$ cat src/sv/bvm_pkg.sv
// shared types and constants for the battery low-voltage monitor
// no dependencies; imported by every module of the block
package bvm_pkg;

   localparam int CELL_W     = 13;
   localparam int SUM_OUT_W  = 15;
   localparam int CNT_W      = 16;
   localparam int ERR_THR_W  = 4;
   localparam int CSR_DATA_W = 13;
   localparam int CSR_IDX_W  = 2;

   localparam logic [SUM_OUT_W-1:0] SUM_OUT_MAX = {SUM_OUT_W{1'b1}};
   localparam logic [CNT_W-1:0]     CNT_MAX     = {CNT_W{1'b1}};

   localparam logic KIND_SAMPLE  = 1'b0;
   localparam logic KIND_RESTART = 1'b1;

   typedef enum logic [CSR_IDX_W-1:0] {
      CSR_TRACKING_ENABLE  = 2'd0,
      CSR_LOW_POWER_ENABLE = 2'd1,
      CSR_LOW_THRESHOLD_MV = 2'd2,
      CSR_ERROR_THRESHOLD  = 2'd3
   } csr_index_type;

   localparam logic                 RST_TRACKING_ENABLE  = 1'b0;
   localparam logic                 RST_LOW_POWER_ENABLE = 1'b0;
   localparam logic [CELL_W-1:0]    RST_LOW_THRESHOLD_MV = 13'd3300;
   localparam logic [ERR_THR_W-1:0] RST_ERROR_THRESHOLD  = 4'd3;

   // per-transaction commands to each cell lane
   typedef struct packed {
      logic update;
      logic refill;
   } lane_ctrl_type;

endpackage

$ cat src/sv/bvm_cell_lane.sv
// one cell lane: sliding sample window, running sum and low-threshold compare
// depends on bvm_pkg
module bvm_cell_lane #(
   parameter int WINDOW_DEPTH = 4,
   parameter int NOMINAL_MV   = 3800
) (
   input  logic                                               clock,
   input  logic                                               reset,
   input  bvm_pkg::lane_ctrl_type                             ctrl,
   input  logic [$clog2(WINDOW_DEPTH)-1:0]                    pos,
   input  logic [bvm_pkg::CELL_W-1:0]                         sample_mv,
   input  logic [bvm_pkg::CELL_W-1:0]                         low_threshold_mv,
   output logic [bvm_pkg::CELL_W+$clog2(WINDOW_DEPTH)-1:0]    sum_next,
   output logic                                               low
);
   import bvm_pkg::*;

   localparam int POS_W = $clog2(WINDOW_DEPTH);
   localparam int SUM_W = CELL_W + POS_W;
   localparam logic [CELL_W-1:0] NOMINAL  = CELL_W'(NOMINAL_MV);
   localparam logic [SUM_W-1:0]  FULL_SUM = SUM_W'(WINDOW_DEPTH * NOMINAL_MV);

   logic [CELL_W-1:0] window_ff [WINDOW_DEPTH];
   logic [SUM_W-1:0]  sum_ff;
   logic [SUM_W-1:0]  sum_in;
   logic [SUM_W-1:0]  limit;

   always_comb begin
      priority if (ctrl.refill) begin
         sum_in = FULL_SUM;
      end else if (ctrl.update) begin
         // the oldest sample is part of the sum, so this never goes negative
         sum_in = sum_ff + SUM_W'(sample_mv) - SUM_W'(window_ff[pos]);
      end else begin
         sum_in = sum_ff;
      end
   end

   assign limit    = SUM_W'(low_threshold_mv) * SUM_W'(WINDOW_DEPTH);
   assign sum_next = sum_in;
   assign low      = (sum_in < limit);

   always_ff @(posedge clock) begin
      if (reset || ctrl.refill) begin
         for (int k = 0; k < WINDOW_DEPTH; k++) begin
            window_ff[k] <= NOMINAL;
         end
      end else if (ctrl.update) begin
         window_ff[pos] <= sample_mv;
      end
      if (reset) begin
         sum_ff <= FULL_SUM;
      end else begin
         sum_ff <= sum_in;
      end
   end

endmodule

$ cat src/sv/bvm_err_track.sv
// saturating counter of consecutive error samples and persistent-error compare
// depends on bvm_pkg
module bvm_err_track (
   input  logic                              clock,
   input  logic                              reset,
   input  logic                              update,
   input  logic                              sample_error,
   input  logic [bvm_pkg::ERR_THR_W-1:0]     error_threshold,
   output logic [bvm_pkg::CNT_W-1:0]         count_next,
   output logic                              at_threshold
);
   import bvm_pkg::*;

   logic [CNT_W-1:0] count_ff;
   logic [CNT_W-1:0] count_in;

   always_comb begin
      priority if (!update) begin
         count_in = count_ff;
      end else if (!sample_error) begin
         count_in = '0;
      end else if (count_ff == CNT_MAX) begin
         count_in = count_ff;
      end else begin
         count_in = count_ff + CNT_W'(1);
      end
   end

   // count+1 formed one bit wider so a full counter still meets the threshold
   assign at_threshold = ({1'b0, count_in} + (CNT_W+1)'(1)) >= (CNT_W+1)'(error_threshold);
   assign count_next   = count_in;

   always_ff @(posedge clock) begin
      if (reset) begin
         count_ff <= '0;
      end else begin
         count_ff <= count_in;
      end
   end

endmodule

$ cat src/sv/bvm_rsp_stage.sv
// merge stage: combines lane results, gates flags and holds the response register
// depends on bvm_pkg
module bvm_rsp_stage #(
   parameter int SUM_W = 15
) (
   input  logic                           clock,
   input  logic                           reset,
   input  logic                           load,
   input  logic                           track,
   input  logic                           low_power,
   input  logic                           low0,
   input  logic                           low1,
   input  logic                           at_threshold,
   input  logic [bvm_pkg::CNT_W-1:0]      count,
   input  logic [SUM_W-1:0]               sum0,
   input  logic [SUM_W-1:0]               sum1,
   output logic                           busy,
   output logic                           rsp_valid,
   input  logic                           rsp_stall,
   output logic                           rsp_low_voltage,
   output logic                           rsp_in_error,
   output logic [bvm_pkg::CNT_W-1:0]      rsp_error_count,
   output logic [bvm_pkg::SUM_OUT_W-1:0]  rsp_cell0_sum,
   output logic [bvm_pkg::SUM_OUT_W-1:0]  rsp_cell1_sum
);
   import bvm_pkg::*;

   localparam int EXT_W = (SUM_W > SUM_OUT_W) ? SUM_W : SUM_OUT_W;

   logic                 rsp_valid_ff;
   logic                 rsp_valid_in;
   logic                 low_voltage_ff;
   logic                 in_error_ff;
   logic [CNT_W-1:0]     error_count_ff;
   logic [SUM_OUT_W-1:0] cell0_sum_ff;
   logic [SUM_OUT_W-1:0] cell1_sum_ff;
   logic [EXT_W-1:0]     sum0_ext;
   logic [EXT_W-1:0]     sum1_ext;
   logic [SUM_OUT_W-1:0] sum0_sat;
   logic [SUM_OUT_W-1:0] sum1_sat;

   assign sum0_ext = EXT_W'(sum0);
   assign sum1_ext = EXT_W'(sum1);
   assign sum0_sat = (sum0_ext > EXT_W'(SUM_OUT_MAX)) ? SUM_OUT_MAX : sum0_ext[SUM_OUT_W-1:0];
   assign sum1_sat = (sum1_ext > EXT_W'(SUM_OUT_MAX)) ? SUM_OUT_MAX : sum1_ext[SUM_OUT_W-1:0];

   // a held response blocks the input only while the receiver stalls it
   assign busy         = rsp_valid_ff && rsp_stall;
   assign rsp_valid_in = load || busy;

   always_ff @(posedge clock) begin
      if (reset) begin
         rsp_valid_ff <= 1'b0;
      end else begin
         rsp_valid_ff <= rsp_valid_in;
      end
      if (load) begin
         low_voltage_ff <= track && low_power && (low0 || low1);
         in_error_ff    <= track && at_threshold;
         error_count_ff <= count;
         cell0_sum_ff   <= sum0_sat;
         cell1_sum_ff   <= sum1_sat;
      end
   end

   assign rsp_valid       = rsp_valid_ff;
   assign rsp_low_voltage = low_voltage_ff;
   assign rsp_in_error    = in_error_ff;
   assign rsp_error_count = error_count_ff;
   assign rsp_cell0_sum   = cell0_sum_ff;
   assign rsp_cell1_sum   = cell1_sum_ff;

endmodule

$ cat src/sv/battery_low_voltage_monitor.sv
// top level of the battery low-voltage monitor: config registers, two cell lanes,
// error tracker and response stage; depends on bvm_pkg and all bvm_* modules
//
// usage:
//   req channel: one transaction per battery sample (kind = sample) or window
//   restart (kind = restart), taken when req_valid is high and req_stall is low.
//   rsp channel: exactly one transaction per request, in order, taken when
//   rsp_valid is high and rsp_stall is low.
//   csr channel: register writes by index (tracking enable, low-power enable,
//   low threshold, error threshold); csr_ready is always high. write only while
//   no request is in flight.
// response: registered; it appears in the cycle after its request is taken.
// throughput: one transaction per cycle unless a held response is stalled; both
//   cell lanes update their window and running sum in parallel in the accepting
//   cycle, and the response register takes the merged result in that same cycle.
// stall: a stalled response holds its register and raises req_stall; a new
//   request is taken in the cycle the held response leaves.
// reset: windows refill with the nominal voltage, sums to depth times nominal,
//   error count and window position clear, registers return to defaults.
module battery_low_voltage_monitor #(
   parameter int WINDOW_DEPTH = 4,
   parameter int NOMINAL_MV   = 3800
) (
   input  logic                              clock,
   input  logic                              reset,
   input  logic                              req_valid,
   output logic                              req_stall,
   input  logic                              req_kind,
   input  logic [bvm_pkg::CELL_W-1:0]        req_cell0_mv,
   input  logic [bvm_pkg::CELL_W-1:0]        req_cell1_mv,
   input  logic                              req_sample_error,
   output logic                              rsp_valid,
   input  logic                              rsp_stall,
   output logic                              rsp_low_voltage,
   output logic                              rsp_in_error,
   output logic [bvm_pkg::CNT_W-1:0]         rsp_error_count,
   output logic [bvm_pkg::SUM_OUT_W-1:0]     rsp_cell0_sum,
   output logic [bvm_pkg::SUM_OUT_W-1:0]     rsp_cell1_sum,
   input  logic                              csr_valid,
   output logic                              csr_ready,
   input  logic [bvm_pkg::CSR_IDX_W-1:0]     csr_index,
   input  logic [bvm_pkg::CSR_DATA_W-1:0]    csr_data
);
   import bvm_pkg::*;

   localparam int POS_W = $clog2(WINDOW_DEPTH);
   localparam int SUM_W = CELL_W + POS_W;
   localparam logic [POS_W-1:0] POS_LAST = POS_W'(WINDOW_DEPTH - 1);

   logic                 tracking_enable_ff;
   logic                 low_power_enable_ff;
   logic [CELL_W-1:0]    low_threshold_mv_ff;
   logic [ERR_THR_W-1:0] error_threshold_ff;
   logic [POS_W-1:0]     pos_ff;
   logic [POS_W-1:0]     pos_in;

   logic                 accept;
   logic                 track;
   logic                 low_power;
   logic                 is_sample;
   lane_ctrl_type        lane_ctrl;
   logic                 err_update;
   logic                 busy;
   logic [SUM_W-1:0]     sum0;
   logic [SUM_W-1:0]     sum1;
   logic                 low0;
   logic                 low1;
   logic [CNT_W-1:0]     count;
   logic                 at_threshold;

   assign csr_ready = 1'b1;

   always_ff @(posedge clock) begin
      if (reset) begin
         tracking_enable_ff  <= RST_TRACKING_ENABLE;
         low_power_enable_ff <= RST_LOW_POWER_ENABLE;
         low_threshold_mv_ff <= RST_LOW_THRESHOLD_MV;
         error_threshold_ff  <= RST_ERROR_THRESHOLD;
      end else if (csr_valid && csr_ready) begin
         unique case (csr_index_type'(csr_index))
            CSR_TRACKING_ENABLE:  tracking_enable_ff  <= csr_data[0];
            CSR_LOW_POWER_ENABLE: low_power_enable_ff <= csr_data[0];
            CSR_LOW_THRESHOLD_MV: low_threshold_mv_ff <= csr_data[CELL_W-1:0];
            CSR_ERROR_THRESHOLD:  error_threshold_ff  <= csr_data[ERR_THR_W-1:0];
         endcase
      end
   end

   assign accept    = req_valid && !req_stall;
   assign track     = tracking_enable_ff;
   assign low_power = tracking_enable_ff && low_power_enable_ff;
   assign is_sample = (req_kind == KIND_SAMPLE);

   assign lane_ctrl.update = accept && is_sample && low_power;
   assign lane_ctrl.refill = accept && (req_kind == KIND_RESTART) && low_power;
   assign err_update       = accept && is_sample && track;

   // restart leaves the window position alone
   always_comb begin
      if (!lane_ctrl.update) begin
         pos_in = pos_ff;
      end else if (pos_ff == POS_LAST) begin
         pos_in = '0;
      end else begin
         pos_in = pos_ff + POS_W'(1);
      end
   end

   always_ff @(posedge clock) begin
      if (reset) begin
         pos_ff <= '0;
      end else begin
         pos_ff <= pos_in;
      end
   end

   bvm_cell_lane #(
      .WINDOW_DEPTH (WINDOW_DEPTH),
      .NOMINAL_MV   (NOMINAL_MV)
   ) u_lane0 (
      .clock            (clock),
      .reset            (reset),
      .ctrl             (lane_ctrl),
      .pos              (pos_ff),
      .sample_mv        (req_cell0_mv),
      .low_threshold_mv (low_threshold_mv_ff),
      .sum_next         (sum0),
      .low              (low0)
   );

   bvm_cell_lane #(
      .WINDOW_DEPTH (WINDOW_DEPTH),
      .NOMINAL_MV   (NOMINAL_MV)
   ) u_lane1 (
      .clock            (clock),
      .reset            (reset),
      .ctrl             (lane_ctrl),
      .pos              (pos_ff),
      .sample_mv        (req_cell1_mv),
      .low_threshold_mv (low_threshold_mv_ff),
      .sum_next         (sum1),
      .low              (low1)
   );

   bvm_err_track u_err (
      .clock           (clock),
      .reset           (reset),
      .update          (err_update),
      .sample_error    (req_sample_error),
      .error_threshold (error_threshold_ff),
      .count_next      (count),
      .at_threshold    (at_threshold)
   );

   bvm_rsp_stage #(
      .SUM_W (SUM_W)
   ) u_rsp (
      .clock           (clock),
      .reset           (reset),
      .load            (accept),
      .track           (track),
      .low_power       (low_power),
      .low0            (low0),
      .low1            (low1),
      .at_threshold    (at_threshold),
      .count           (count),
      .sum0            (sum0),
      .sum1            (sum1),
      .busy            (busy),
      .rsp_valid       (rsp_valid),
      .rsp_stall       (rsp_stall),
      .rsp_low_voltage (rsp_low_voltage),
      .rsp_in_error    (rsp_in_error),
      .rsp_error_count (rsp_error_count),
      .rsp_cell0_sum   (rsp_cell0_sum),
      .rsp_cell1_sum   (rsp_cell1_sum)
   );

   assign req_stall = busy;

   // every accepted request yields a response in the next cycle
   a_rsp_follows_req : assert property (@(posedge clock) disable iff (reset)
      accept |=> rsp_valid)
      else $error("response missing after accepted request");

   // flags stay low while the monitor is disabled
   a_flags_off_when_disabled : assert property (@(posedge clock) disable iff (reset)
      (accept && !track) |=> (!rsp_low_voltage && !rsp_in_error))
      else $error("flag raised with tracking disabled");

   // low voltage needs low-power tracking
   a_low_needs_low_power : assert property (@(posedge clock) disable iff (reset)
      (accept && !low_power) |=> !rsp_low_voltage)
      else $error("low voltage flagged without low-power tracking");

   // window position stays within the window
   a_pos_in_range : assert property (@(posedge clock) disable iff (reset)
      pos_ff <= POS_LAST)
      else $error("window position out of range");

endmodule

$ cat config.mk
export PLATFORM = sky130hd
export DESIGN_NAME = battery_low_voltage_monitor
export DESIGN_NICKNAME = d
export VERILOG_FILES = /design/src/sv/bvm_pkg.sv /design/src/sv/bvm_cell_lane.sv /design/src/sv/bvm_err_track.sv /design/src/sv/bvm_rsp_stage.sv /design/src/sv/battery_low_voltage_monitor.sv
export SDC_FILE = /design/constraint.sdc
export NUM_CORES = 1
export LEC_CHECK = 0
export BUFFER_PORTS_ARGS = -buffer_cell sky130_fd_sc_hd__buf_2
export CAP_MARGIN = 20
export CORE_UTILIZATION = 48
export DETAILED_ROUTE_END_ITERATION = 8
export PLACE_DENSITY = 0.69
export SYNTH_ARGS = -nofsm -noshare
export SYNTH_HDL_FRONTEND = slang
export SYNTH_SLANG_ARGS = --single-unit
$ cat constraint.sdc
create_clock -name clock -period 5.48 [get_ports clock]
set_clock_uncertainty 0.1 [all_clocks]
set_input_delay 1.37 -clock clock [delete_from_list [all_inputs] [get_ports clock]]
set_output_delay 1.37 -clock clock [all_outputs]
set_load 0.005 [all_outputs]
==> impl_metrics.yaml <==
drt:
  drt-initial-drc-count: 791
  viasPerCell: 5.533
  drc: 0
  met3_length_um: 1536
  vias: 8963
  wl_um: 29630
  top_layer: "met4"
  m1WireLength_um: 13130
  drt-pass1-iter-count: 5
  met2WireLength_um: 14180
  final_antenna_net_count: 0
  wire_per_inst_um: 18.29
power:
  p_per_area_nw_per_um2: 273.1
  power.static_leakage_nw: 5.624
  peakVddDrop_mv: 0.1848
worst_setup_path:
  crit_type: "in2reg"
  end_kind: "flop"
  cp_data_required_time_ns: 5.76
  worstSetupStartpointType: "input pin"
  r2r_slack_ns: 0.35
  cp.arrival_ns: 5.46
  crit_fanout: 3
die:
  dieArea_um2: 26150
  row_count: 58
  fp.coreArea_um2: 25110
  initial_utilization: 0.4876
  die-width_um: 161.7
  die_h_um: 161.7
  pin_count: 99
sta:
  slew_violations: 0
  relSlewSlack: 0.3216
  hold_ws_ns: 0.3567
  hold_viol_final: 0
  max_freq_ghz: 0.1930
  timing.final.crit_share: 0.9457
  fin_ws_ns: 0.2973
  setup-violations-final: 0
  min_period_ns: 5.183
  worst_slew_pin_slew_ns: 1.008
  grt_setup_unrepaired: "false"
synth:
  synth_area_um2: 12240
  synth_enable_flop_cells: 152
  yosys-top-cells-count: "edfxtp_1, inv_1, nand2_1"
  netlist_instances: 1150
  synth.most_common_cell: "edfxtp_1"
  synth_area_leaders: "edfxtp_1, dfxtp_1, ha_1"
  ys_types: 84
  async_reset_ff_frac: 0
  dominantRegCellSynth: "edfxtp_1"
  syn_avg_cell_area_um2: 10.65
  synth_fp_nets: 1283
  synth_top_area_share: 0.3728
  synth_top_cell_by_area: "edfxtp_1"
  synth-seq-cells: 222
  seq_area_frac_synth: 0.4873
  yosysWarnings: 0
placement:
  gp_congestion: 0.9142
  hpwl_um: 21990
  dpl_worst_slack_ns: -0.1876
  portBuffers: 97
clock_network:
  htreeDepth: 1
  hold_buffers: 0
  clkSlewWorstSetupHoldPaths_ns: 0.06
  clock_sinks: 222
  clock_latency_ns: 0.53
  clock-root-buffer: "clkbuf_16"
  tritoncts: "done"
  cts_inserted_buffers: 25
  clock_path_buffers: 3
cells_and_area:
  drive_above_1_share: 0.1961
  fin_nets: 1405
  syn_to_final_growth_pct: 15.50
  antenna_cells: 0
  fillers: 2200
hold_path:
  hp-class: "reg2reg"
job:
  maxCapViolations: 0
grt:
  track_usage: 0.2313
  grt_pass1_wl_um: 46960
  grt_max_degree: 64
  grt_pass1_vias: 8792
  grt.overflow.total: 0
  antenna_found_initial: 0
status:
  outcome: "complete, no violations"
## layout make-up
| type | instances | area [µm²] | area share |
|---|---|---|---|
| clock buffers | 31 | 658.1 | 0.04654 |
| clock inverters | 14 | 171.4 | 0.01212 |
| inverters | 142 | 534.3 | 0.03778 |
| multi-input cells | 737 | 5532 | 0.3912 |
| flip-flops and latches | 222 | 5969 | 0.4221 |
| well taps | 330 | 412.9 | 0.02920 |
| repair buffers | 144 | 863.3 | 0.06105 |
## final timing paths
| path | from | cells after the start | endpoint |
|---|---|---|---|
| worst max-delay path | req_cell1_mv[1] | 22 | u_rsp.rsp_low_voltage |
| worst min-delay path | low_threshold_mv_ff[1] | 2 | low_threshold_mv_ff[1] |
| worst min register to register | low_threshold_mv_ff[1] | 2 | low_threshold_mv_ff[1] |
| worst max register to register | flop | 21 | u_rsp.rsp_low_voltage |
## critical path, cell delays in order
cell	delay, ns
buf_2	0.08
inv_1	0.06
fa_1	0.56
inv_1	0.08
ha_1	0.30
a21o_1	0.18
a21o_1	0.22
a2111oi_0	0.47
buf_4	0.19
nor2_1	0.04
a21oi_1	0.19
xnor2_1	0.13
nand2_1	0.09
o21ai_0	0.15
ha_1	0.30
nand3_1	0.09
nand2_1	0.05
a41o_1	0.21
o41ai_1	0.28
maj3_1	0.21
o21ai_0	0.07
a21oi_1	0.14
## logic make-up after synthesis
kind of cell    synth area share
simple gates              0.1661
flops                     0.4873
buf+inv                  0.06183
compound gates            0.1044
fa+ha+maj                 0.1044
mux                      0.05774
xor+xnor                 0.01788
other cells            0.0003063
## layer usage
metal / global-route usage / vias to the layer above
met3: 0.03039 / 59
met1: 0.3131 / 4294
met2: 0.3917 / 283
met4: 0.06175 / 0
met5: 0 / -
li1: - / 4327
## state kept, by name, summed over array words and instances (netlist names), 4 cells and up, named ones only
name,flops
u_lane1.window_ff,52
low_threshold_mv_ff,13
error_threshold_ff,4
u_rsp.rsp_error_count,16
u_lane0.sum_ff,15
u_rsp.rsp_cell1_sum,15
u_rsp.rsp_cell0_sum,15
u_err.count_ff,16
u_lane1.sum_ff,15
u_lane0.window_ff,52
## repair_timing
action                                  4_1_cts  5_1_grt
setup buffers                                 0        0
resized for setup                             0        1
endpoints found under the setup margin        0        1
## layout by cell type, fill, tap and decap left out, drive strengths merged, types with 4 or more instances in the layout
cell | Yosys | routed
edfxtp | 152 | 152
buf | 14 | 144
inv | 141 | 141
nand2 | 136 | 136
nor2 | 83 | 83
dfxtp | 70 | 70
ha | 59 | 59
a21oi | 40 | 40
clkbuf | 35 | 31
a22oi | 28 | 28
mux4 | 26 | 26
fa | 26 | 26
nor3 | 25 | 25
nand3 | 24 | 24
o21ai | 22 | 22
nor4 | 20 | 20
or2 | 18 | 18
nor2b | 18 | 18
a21o | 14 | 14
xor2 | 13 | 13
nand3b | 13 | 13
and2 | 13 | 13
nand2b | 12 | 12
xnor2 | 12 | 12
mux2i | 11 | 11
or3 | 11 | 11
clkinv | 1 | 11
o31ai | 10 | 10
nand4 | 9 | 9
o211ai | 7 | 7
a31oi | 6 | 6
o22ai | 6 | 6
and3 | 6 | 6
o41ai | 5 | 5
or4 | 5 | 5
a2111oi | 4 | 4
o31a | 4 | 4
bufinv | 0 | 4
a211oi | 4 | 4
## through the flow
| stage | TNS (ns) | utilization | total power, W | cells | area, µm² |
|---|---|---|---|---|---|
| 3_5_place_dp | -0.1876 | 0.5300 | 0.002190 | 1575 | 13310 |
| 6_report | 0 | 0.5632 | 0.003863 | 1620 | 14140 |
| 3_3_place_gp | -0.09842 | 0.5300 | 0.002184 | 1575 | 13310 |
| 5_1_grt | 0 | 0.5632 | 0.003997 | 1620 | 14140 |
| 2_1_floorplan | 0 | - | 0.002070 | 1150 | 12240 |
| 4_1_cts | 0 | 0.5631 | 0.003900 | 1620 | 14140 |
## power breakdown
part / total (W) / leakage [nW] / internal [W] / switching (W)
logic: 0.000330 / 3.33 / 0.000133 / 0.000197
clock network: 0.00171 / 0.412 / 0.00104 / 0.000671
registers: 0.00183 / 1.88 / 0.00181 / 0.0000102
Power figures use the tool's default switching activity.
